===== config.mk =====
export PLATFORM = sky130hd
export DESIGN_NAME = uptime_clock_report_top
export DESIGN_NICKNAME = d
export VERILOG_FILES = /design/src/ucr_pkg.sv /design/src/ucr_time.sv /design/src/ucr_report.sv /design/src/uptime_clock_report_top.sv
export SDC_FILE = /design/constraint.sdc
export NUM_CORES = 1
export LEC_CHECK = 0
export ABC_AREA = 1
export BUFFER_PORTS_ARGS = -buffer_cell sky130_fd_sc_hd__buf_2
export CAP_MARGIN = 20
export CORE_MARGIN = 2
export CORE_UTILIZATION = 45
export CTS_BUF_LIST = sky130_fd_sc_hd__clkbuf_16
export DETAILED_ROUTE_END_ITERATION = 12
export REMOVE_ABC_BUFFERS = 1
export SLEW_MARGIN = 0
export SYNTH_ARGS = -nofsm -noshare
export SYNTH_HDL_FRONTEND = slang
export SYNTH_SLANG_ARGS = --single-unit
export TNS_END_PERCENT = 20

===== constraint.sdc =====
create_clock -name i_clk -period 3.5 [get_ports i_clk]
set_input_delay 0.175 -clock i_clk [delete_from_list [all_inputs] [get_ports i_clk]]
set_output_delay 0.175 -clock i_clk [all_outputs]
set_load 0.01 [all_outputs]

===== src/ucr_pkg.sv =====
// Shared types and constants for the uptime clock report block.
package ucr_pkg;

    localparam logic [7:0] TPS_RESET     = 8'd10;
    localparam logic [7:0] REQ_RESET     = 8'h28;
    localparam logic [7:0] HEADER_BYTE   = 8'h8E;
    localparam logic [7:0] TRAILER_BYTE  = 8'hBB;
    localparam logic [7:0] RESERVED_BYTE = 8'h00;

    localparam logic [5:0] SEC_PER_MIN  = 6'd60;
    localparam logic [5:0] MIN_PER_HOUR = 6'd60;
    localparam logic [4:0] HOUR_PER_DAY = 5'd24;

    localparam int unsigned CFG_IDX_W = 8;

    typedef enum logic [CFG_IDX_W-1:0] {
        CFG_TICKS_PER_SECOND = 8'd0,
        CFG_REQUEST_CODE     = 8'd1
    } t_cfg_idx;

    typedef enum logic {
        OP_TICK = 1'b0,
        OP_BYTE = 1'b1
    } t_opcode;

    // Byte positions within a report.
    typedef enum logic [2:0] {
        SLOT_HDR  = 3'd0,
        SLOT_SEC  = 3'd1,
        SLOT_MIN  = 3'd2,
        SLOT_HOUR = 3'd3,
        SLOT_DAYH = 3'd4,
        SLOT_DAYL = 3'd5,
        SLOT_RSV  = 3'd6,
        SLOT_TRL  = 3'd7
    } t_slot;

    typedef struct packed {
        logic [5:0]  seconds;
        logic [5:0]  minutes;
        logic [4:0]  hours;
        logic [15:0] day_count;
    } t_time;

endpackage


===== src/ucr_time.sv =====
// Tick prescaler and time-of-day counter with day count.
module ucr_time (
    input  logic           i_clk,
    input  logic           i_rst_n,
    input  logic           i_tick,
    input  logic [7:0]     i_ticks_per_second,
    output ucr_pkg::t_time o_time
);

    logic [7:0]     r_prescale;
    logic [7:0]     n_prescale;
    ucr_pkg::t_time r_time;
    ucr_pkg::t_time n_time;
    logic [7:0]     prescale_inc;
    logic [5:0]     sec_inc;
    logic [5:0]     min_inc;
    logic [4:0]     hour_inc;

    always_comb begin
        prescale_inc = r_prescale + 8'd1;
        sec_inc      = r_time.seconds + 6'd1;
        min_inc      = r_time.minutes + 6'd1;
        hour_inc     = r_time.hours + 5'd1;
        n_prescale   = r_prescale;
        n_time       = r_time;
        if (i_tick) begin
            n_prescale = prescale_inc;
            if (prescale_inc >= i_ticks_per_second) begin
                n_prescale = 8'd0;
                // carry chain: seconds -> minutes -> hours -> days
                if (sec_inc >= ucr_pkg::SEC_PER_MIN) begin
                    n_time.seconds = 6'd0;
                    if (min_inc >= ucr_pkg::MIN_PER_HOUR) begin
                        n_time.minutes = 6'd0;
                        if (hour_inc >= ucr_pkg::HOUR_PER_DAY) begin
                            n_time.hours     = 5'd0;
                            n_time.day_count = r_time.day_count + 16'd1;
                        end else begin
                            n_time.hours = hour_inc;
                        end
                    end else begin
                        n_time.minutes = min_inc;
                    end
                end else begin
                    n_time.seconds = sec_inc;
                end
            end
        end
    end

    always_ff @(posedge i_clk) begin
        if (!i_rst_n) begin
            r_prescale <= 8'd0;
            r_time     <= '0;
        end else begin
            r_prescale <= n_prescale;
            r_time     <= n_time;
        end
    end

    assign o_time = r_time;

endmodule


===== src/ucr_report.sv =====
// Report serializer: snapshots the time and sends the eight-byte report.
module ucr_report (
    input  logic              i_clk,
    input  logic              i_rst_n,
    input  logic              i_load,
    input  ucr_pkg::t_time    i_time,
    output logic              o_ready,
    output logic              o_out_valid,
    input  logic              i_out_stall,
    output logic [7:0]        o_tx_byte,
    output logic              o_last
);

    logic           r_busy;
    ucr_pkg::t_slot r_slot;
    ucr_pkg::t_time r_snap;
    logic           r_pend_valid;
    ucr_pkg::t_time r_pend;
    logic           take;
    logic           done;
    logic           load_now;
    logic           load_wait;

    assign take      = r_busy && !i_out_stall;
    assign done      = take && (r_slot == ucr_pkg::SLOT_TRL);
    assign load_now  = i_load && (!r_busy || done);
    assign load_wait = i_load && r_busy && !done;
    // a second report parks in r_pend, so ready never looks at the output stall
    assign o_ready   = !r_pend_valid;

    always_ff @(posedge i_clk) begin
        if (!i_rst_n) begin
            r_busy       <= 1'b0;
            r_slot       <= ucr_pkg::SLOT_HDR;
            r_pend_valid <= 1'b0;
        end else begin
            if (done) begin
                r_busy <= r_pend_valid || i_load;
                r_slot <= ucr_pkg::SLOT_HDR;
            end else if (take) begin
                r_slot <= ucr_pkg::t_slot'(r_slot + 3'd1);
            end else if (i_load && !r_busy) begin
                r_busy <= 1'b1;
            end
            if (done) begin
                r_pend_valid <= 1'b0;
            end else if (load_wait) begin
                r_pend_valid <= 1'b1;
            end
        end
    end

    always_ff @(posedge i_clk) begin
        if (load_now) begin
            r_snap <= i_time;
        end else if (done && r_pend_valid) begin
            r_snap <= r_pend;
        end
        if (load_wait) begin
            r_pend <= i_time;
        end
    end

    always_comb begin
        case (r_slot)
            ucr_pkg::SLOT_HDR:  o_tx_byte = ucr_pkg::HEADER_BYTE;
            ucr_pkg::SLOT_SEC:  o_tx_byte = {2'b00, r_snap.seconds};
            ucr_pkg::SLOT_MIN:  o_tx_byte = {2'b00, r_snap.minutes};
            ucr_pkg::SLOT_HOUR: o_tx_byte = {3'b000, r_snap.hours};
            ucr_pkg::SLOT_DAYH: o_tx_byte = r_snap.day_count[15:8];
            ucr_pkg::SLOT_DAYL: o_tx_byte = r_snap.day_count[7:0];
            ucr_pkg::SLOT_RSV:  o_tx_byte = ucr_pkg::RESERVED_BYTE;
            ucr_pkg::SLOT_TRL:  o_tx_byte = ucr_pkg::TRAILER_BYTE;
            default:            o_tx_byte = ucr_pkg::RESERVED_BYTE;
        endcase
    end

    assign o_out_valid = r_busy;
    assign o_last      = (r_slot == ucr_pkg::SLOT_TRL);

endmodule


===== src/uptime_clock_report_top.sv =====
// Uptime clock with day count and byte-triggered eight-byte time report.
// A request is registered and decoded; a match loads a time snapshot into the serializer.
// Throughput: one request per cycle unless stalled; reports stream back to back, one more
// waits in the serializer and a third report request stalls the input until a report ends.
// Reset (synchronous, active low) clears the time, prescaler and serializer and
// restores ticks_per_second to 10 and request_code to 0x28.
module uptime_clock_report_top (
    input  logic                         i_clk,
    input  logic                         i_rst_n,
    input  logic                         i_in_valid,
    output logic                         o_in_stall,
    input  logic                         i_opcode,
    input  logic [7:0]                   i_rx_byte,
    output logic                         o_out_valid,
    input  logic                         i_out_stall,
    output logic [7:0]                   o_tx_byte,
    output logic                         o_last,
    input  logic                         i_cfg_valid,
    output logic                         o_cfg_ready,
    input  logic [ucr_pkg::CFG_IDX_W-1:0] i_cfg_index,
    input  logic [7:0]                   i_cfg_data
);

    logic              r_in_valid;
    logic              r_in_opcode;
    logic [7:0]        r_in_rx;
    logic [7:0]        r_tps;
    logic [7:0]        r_req;
    logic              in_accept;
    logic              is_tick;
    logic              req_hit;
    logic              proc_ok;
    logic              rpt_load;
    logic              rpt_ready;
    ucr_pkg::t_time    cur_time;

    assign o_cfg_ready = 1'b1;

    always_ff @(posedge i_clk) begin
        if (!i_rst_n) begin
            r_tps <= ucr_pkg::TPS_RESET;
            r_req <= ucr_pkg::REQ_RESET;
        end else if (i_cfg_valid) begin
            case (i_cfg_index)
                ucr_pkg::CFG_TICKS_PER_SECOND: r_tps <= i_cfg_data;
                ucr_pkg::CFG_REQUEST_CODE:     r_req <= i_cfg_data;
                default: ;
            endcase
        end
    end

    // Registered request is decoded here; a report request waits for the serializer.
    assign is_tick    = r_in_valid && (r_in_opcode == ucr_pkg::OP_TICK);
    assign req_hit    = r_in_valid && (r_in_opcode == ucr_pkg::OP_BYTE) && (r_in_rx == r_req);
    assign proc_ok    = !req_hit || rpt_ready;
    assign rpt_load   = req_hit && rpt_ready;
    assign o_in_stall = r_in_valid && !proc_ok;
    assign in_accept  = i_in_valid && !o_in_stall;

    always_ff @(posedge i_clk) begin
        if (!i_rst_n) begin
            r_in_valid <= 1'b0;
        end else if (in_accept) begin
            r_in_valid <= 1'b1;
        end else if (proc_ok) begin
            r_in_valid <= 1'b0;
        end
    end

    always_ff @(posedge i_clk) begin
        if (in_accept) begin
            r_in_opcode <= i_opcode;
            r_in_rx     <= i_rx_byte;
        end
    end

    ucr_time u_time (
        .i_clk              (i_clk),
        .i_rst_n            (i_rst_n),
        .i_tick             (is_tick),
        .i_ticks_per_second (r_tps),
        .o_time             (cur_time)
    );

    ucr_report u_report (
        .i_clk       (i_clk),
        .i_rst_n     (i_rst_n),
        .i_load      (rpt_load),
        .i_time      (cur_time),
        .o_ready     (rpt_ready),
        .o_out_valid (o_out_valid),
        .i_out_stall (i_out_stall),
        .o_tx_byte   (o_tx_byte),
        .o_last      (o_last)
    );

endmodule

==> results.sh, run 1 <==
export IMPL_status="finished clean"
export IMPL_fmax_mhz=341
export IMPL_cts_buffers=17
export IMPL_ys_flop_type="edfxtp_1"
export IMPL_n_fill_cell=1291
export IMPL_end_kind="register"
export IMPL_final_hold_viol_count=0
export IMPL_fin_util_pct=53.6
export IMPL_ctsLongestPathBuffers=2
export IMPL_rsz0062_at_grt="no"
export IMPL_track_usage_pct=18.3
export IMPL_yosysSeqAreaShare_pct=53.9
export IMPL_slew_violations=0
export IMPL_drt_total_wl_um=13700
export IMPL_die_h_um=124
export IMPL_dp_hpwl_um=9510
export IMPL_grt_util_met2_pct=28.9
export IMPL_vias=5120
export IMPL_crit_family="simple AND/OR/NAND/NOR gates"
export IMPL_critPathLaunchType="register"
export IMPL_met3_usage_pct=4.38
export IMPL_core_area_um2=14000
export IMPL_area_growth_synth_to_final_pct=15.1
export IMPL_yosys_top_cells_count="nand2_1 (200), edfxtp_1 (75), nor2_1 (68)"
export IMPL_drcViolationCount=0
export IMPL_tns_ns=0
export IMPL_grt_pass1_vias=4764
export IMPL_layout_drive_gt1_share_pct=11.2
export IMPL_clock_skew_ns=0.00721
export IMPL_async_reset_ff_share_pct=0
export IMPL_clock_sinks=138
export IMPL_cts_tree="yes"
export IMPL_power_leakage_uw=0.00307
export IMPL_met1_usage_pct=23.9
export IMPL_peakVddDrop_mv=0.296
export IMPL_tightest_slew_ns=0.751
export IMPL_stdcell_area_um2=7500
export IMPL_finalNonFillerCells=987
export IMPL_setup_violations=0
export IMPL_grt_overflow=0
export IMPL_postSynthAreaPerCell_um2=8.71
export IMPL_nNetsFinal=843
export IMPL_hold_class="in -> reg"
export IMPL_finalCritPeriodShare_pct=83.7
export IMPL_grt_pass1_wl_um=22900
export IMPL_synth_cells=748
export IMPL_insertion_delay_ns=0.42
export IMPL_cts_clk_slew_worst_paths_ns=0.06
export IMPL_synth_most_common_cell="nand2_1"
export IMPL_antenna_found_initial=0
export IMPL_power_density_nw_per_um2=464
export IMPL_clock_root_buffer="clkbuf_16"
export IMPL_dp_cells=946
export IMPL_viasPerCell=5.19
export IMPL_drtIter0Drc=362
export IMPL_synth_edf_count=75
export IMPL_synth_distinct_cells=42
export IMPL_ant_nets=0
export IMPL_place_area_um2=6850
export IMPL_io_pins=42
export IMPL_wl_per_cell_um=13.9
export IMPL_crit_type="reg -> reg"
export IMPL_critPathMaxFanout=36
export IMPL_dieArea_um2=15500
export IMPL_path_buf_inv=2
export IMPL_fin_crit_ns=2.93
export IMPL_htreeDepth=4
export IMPL_cpPeakStageDelay_ns=0.49
export IMPL_fp_row_count=43
export IMPL_ys_ff_latch=138
export IMPL_cpMostUsedCell="nand2_1"
export IMPL_max_cap_violations=0
export IMPL_synth_area_top_cells="edfxtp_1 (35%), dfxtp_1 (19%), nand2_1 (12%)"
export IMPL_synth_warnings=0
export IMPL_p_total_uw=3480
export IMPL_crit_path_cell_trace="nand3_1, inv_1, nand4_1, nor2_1, xnor2_1, inv_1, ha_1, nand2_1, o21a_1, nand2_1, nand2_1, nor2_8, o21ai_0, nand2_1, nor2_1"
export IMPL_yosys_area_top_type="edfxtp_1"
export IMPL_worstPathArrival_ns=3.22
export IMPL_initial_core_util_pct=46.6
export IMPL_antenna_cells=0
export IMPL_synth_top_area_share_pct=34.6
export IMPL_drt_first_pass_iters=5
export IMPL_slew_headroom_pct=49.8
export IMPL_r2r_slack_ns=0.57
export IMPL_cpMaxStageDelayCell="nor2_8"
export IMPL_gp_congestion=0.810
export IMPL_worstPathRequired_ns=3.79
export IMPL_grt_busiest_layer="met2"
export IMPL_grt_max_degree=38
export IMPL_fp_dieW_um=124
export IMPL_port_buffers=40
export IMPL_synth_area_um2=6520
[stage by stage]
stage	hold WS, ns	setup WS, ns
2_1_floorplan	0.260	0.0947
3_3_place_gp	0.352	0.737
3_5_place_dp	0.353	0.613
4_1_cts	0.0183	0.591
5_1_grt	0.0538	0.217
6_report	0.0315	0.571
[worst paths after layout]
check	cells past startpoint	end	from
hold reg to reg	2	r_req[4]	r_req[4]
hold / removal	3	r_in_valid	i_in_valid
setup reg to reg	15	u_time.o_time[17]	u_time.r_prescale[0]
setup / recovery	15	u_time.o_time[17]	u_time.r_prescale[0]
[layer usage]
metal  up-vias  wire (um)
li1       2615          -
met1      2369       6310
met2       113       6510
met3        23        560
met4         0        298
met5         -          0
[sequential cells by signal, indices dropped and copies added (netlist names)]
name and count:
r_in_opcode 1, r_in_rx 8, r_in_valid 1, r_req 8, r_tps 8, u_report.o_out_valid 1, u_report.r_pend 33, u_report.r_pend_valid 1
u_report.r_slot 3, u_report.r_snap 33, u_time.o_time 33, u_time.r_prescale 8
[area by class of cell]
| cell class | instances | area (um^2) | area share (%) |
|---|---|---|---|
| inverter | 72 | 270 | 3.60 |
| timing repair buffer | 55 | 335 | 4.47 |
| multi-input combinational | 510 | 2590 | 34.6 |
| clock buffer | 17 | 425 | 5.67 |
| sequential | 138 | 3510 | 46.9 |
| tap | 180 | 225 | 3.00 |
| clock inverter | 15 | 136 | 1.82 |
[cell usage in the layout (no fill, tap or decap), types with 2 or more instances in the layout]
cell and count:
nand2_1 200, edfxtp_1 75, inv_1 69, nor2_1 67
dfxtp_1 63, a21oi_1 55, nand4_1 47, nand3_1 45
buf_2 40, o21ai_0 22, ha_1 19, clkbuf_16 17
xnor2_1 9, dlygate4sd3_1 9, xor2_1 6, a221oi_1 6
buf_4 6, clkinv_1 5, nor3_1 5, clkinvlp_4 5
a22o_1 4, nand2_2 3, clkinv_2 3, inv_2 2
nor2_2 2, o211ai_1 2, o21ai_1 2, or2_2 2
bufinv_16 2
[tightest hold or removal path, cell delays in order]
cell	delay [ns]
buf_2	0.10
inv_1	0.06
a21oi_1	0.07
[logic make-up (layout without fill, tap and decap cells)]
group                    Yosys count  in the layout  synth area share, %
AND/OR/NAND/NOR                  379            379                 25.7
adder cells (fa/ha/maj)           19             19                 3.65
buffers and inverters            100            159                 6.34
XOR/XNOR                          15             15                 2.02
AO/OA/AOI/OAI                     96             96                 8.29
other                              1              1               0.0575
flip-flops                       138            138                 53.9
[timing repair]
item                      4_1_cts  5_1_grt
setup buffers                   0        0
hold buffers                    9        0
resized for setup               0        0
hold endpoints to repair        9        0
[power breakdown]
part / total, uW / leakage (uW) / internal, uW / switching, uW
registers: 1710 / 0.00120 / 1700 / 5.46
logic: 72.0 / 0.00160 / 32.2 / 39.8
clock network: 1700 / 0.000268 / 1030 / 664
total: 3480 / 0.00307 / 2770 / 709
(Power assumes the default switching activity.)
==> run 2: changes to the inputs <==
==> constraint.sdc (replaced) <==
create_clock -name i_clk -period 2.65 [get_ports i_clk]
set_input_delay 0.1325 -clock i_clk [delete_from_list [all_inputs] [get_ports i_clk]]
set_output_delay 0.1325 -clock i_clk [all_outputs]
set_load 0.01 [all_outputs]
==> results.sh, run 2 (synthesis results as in run 1) <==
export IMPL_nNetsFinal=852
export IMPL_area_growth_synth_to_final_pct=17.7
export IMPL_clock_sinks=138
export IMPL_layout_commonest_cell="nand2_1"
export IMPL_drtIter0Drc=314
export IMPL_fp_row_count=43
export IMPL_cp_startpoint="u_time.r_prescale[0]"
export IMPL_end_kind="register"
export IMPL_met1_usage_pct=23.6
export IMPL_final_cell_mix="nand2_1 (197), edfxtp_1 (75), inv_1 (70)"
export IMPL_io_pins=42
export IMPL_power_leakage_uw=0.00316
export IMPL_grt_util_met2_pct=29.5
export IMPL_met3_usage_pct=4.38
export IMPL_crit_path_cell_trace="nand3_1, inv_1, nand4_1, nor2_1, xnor2_1, inv_1, ha_4, nand2_1, o21a_1, nand2_2, nand2_2, buf_4, or2_2, a21oi_2"
export IMPL_clock_skew_ns=0.00815
export IMPL_grt_busiest_layer="met2"
export IMPL_status="finished clean"
export IMPL_slew_violations=0
export IMPL_dieArea_um2=15500
export IMPL_post_place_ws_ns=0.124
export IMPL_htreeDepth=4
export IMPL_drcViolationCount=0
export IMPL_crit_type="reg -> reg"
export IMPL_setup_violations=0
export IMPL_critPathMaxFanout=11
export IMPL_insertion_delay_ns=0.42
export IMPL_grt_pass1_wl_um=22900
export IMPL_power_density_nw_per_um2=598
export IMPL_fin_crit_ns=2.43
export IMPL_slew_headroom_pct=46.3
export IMPL_grt_pass1_vias=4819
export IMPL_drt_first_pass_iters=5
export IMPL_ant_nets=0
export IMPL_port_buffers=40
export IMPL_vias=5176
export IMPL_layout_drive_gt1_share_pct=12.7
export IMPL_cts_tree="yes"
export IMPL_cpPeakStageDelay_ns=0.36
export IMPL_antenna_cells=0
export IMPL_clock_root_buffer="clkbuf_16"
export IMPL_cpMaxStageDelayCell="dfxtp_4"
export IMPL_wl_per_cell_um=14.0
export IMPL_tightest_slew_ns=0.803
export IMPL_fmax_mhz=412
export IMPL_r2r_start="u_time.r_prescale[0]"
export IMPL_rsz0062_at_grt="no"
export IMPL_worstPathArrival_ns=2.78
export IMPL_fin_util_pct=54.8
export IMPL_final_hold_viol_count=0
export IMPL_finalCritPeriodShare_pct=91.7
export IMPL_grt_overflow=0
export IMPL_max_cap_violations=0
export IMPL_crit_family="simple AND/OR/NAND/NOR gates"
export IMPL_track_usage_pct=18.3
export IMPL_viasPerCell=5.20
export IMPL_cts_buffers=17
export IMPL_min_from="i_cfg_data[3]"
export IMPL_peakVddDrop_mv=0.393
export IMPL_die_h_um=124
export IMPL_dp_cells=951
export IMPL_antenna_found_initial=0
export IMPL_dp_hpwl_um=9490
export IMPL_fp_dieW_um=124
export IMPL_core_area_um2=14000
export IMPL_ctsLongestPathBuffers=2
export IMPL_fin_ws_ns=0.220
export IMPL_tns_ns=0
export IMPL_drt_total_wl_um=14000
export IMPL_hold_class="in -> reg"
export IMPL_finalNonFillerCells=996
export IMPL_path_buf_inv=3
export IMPL_initial_core_util_pct=46.6
export IMPL_critPathLaunchType="register"
export IMPL_whs_ns=0.00948
export IMPL_gp_congestion=0.790
export IMPL_worstPathRequired_ns=3.00
export IMPL_cts_clk_slew_worst_paths_ns=0.06
export IMPL_grt_max_degree=37
[run 2: final cells by class]
cell class                      count  area (um^2)
Clock buffer                       18          450
Inverter                           72          270
Timing Repair Buffer               64          478
Clock inverter                     14          113
Tap cell                          180          225
Multi-Input combinational cell    510         2620
Fill cell                        1282         6320
Sequential cell                   138         3520
[run 2: per-layer routing]
metal / vias up / wire length (um)
li1: 2650 / -
met1: 2399 / 6470
met2: 104 / 6720
met3: 23 / 471
met4: 0 / 289
met5: - / 0
[run 2: final timing paths]
check,cells past startpoint,slack (ns),to
min,3,0.009,r_req[3]
max,14,0.22,u_time.o_time[27]
min reg2reg,2,0.46,r_tps[0]
max reg2reg,14,0.22,u_time.o_time[27]
[run 2: through the flow]
| stage | area, um^2 | total power (uW) |
|---|---|---|
| floorplan | 6370 | 2340 |
| global placement | 6920 | 2390 |
| detailed placement | 6920 | 2390 |
| CTS | 7580 | 4630 |
| global route | 7670 | 4740 |
| finish | 7670 | 4590 |
[run 2: worst reg2reg max path, stage by stage (launching register included)]
cell and delay (ns):
dfxtp_4 0.36, nand3_1 0.10, inv_1 0.09, nand4_1 0.10
nor2_1 0.15, xnor2_1 0.13, inv_1 0.10, ha_4 0.27
nand2_1 0.06, o21a_1 0.21, nand2_2 0.08, nand2_2 0.09
buf_4 0.20, or2_2 0.28, a21oi_2 0.11
[run 2: report_power, final]
part	switching, uW	internal [uW]	leakage, uW
combinational	53.1	44.1	0.00167
sequential	7.16	2250	0.00120
clock	827	1410	0.000294
total	887	3700	0.00316
[run 2: repair_timing]
item | CTS | global route
endpoints found under the hold margin | 10 | 0
hold buffers | 10 | 0
endpoints found under the setup margin | 0 | 33
resized for setup | 0 | 9
buffers inserted | 0 | 1
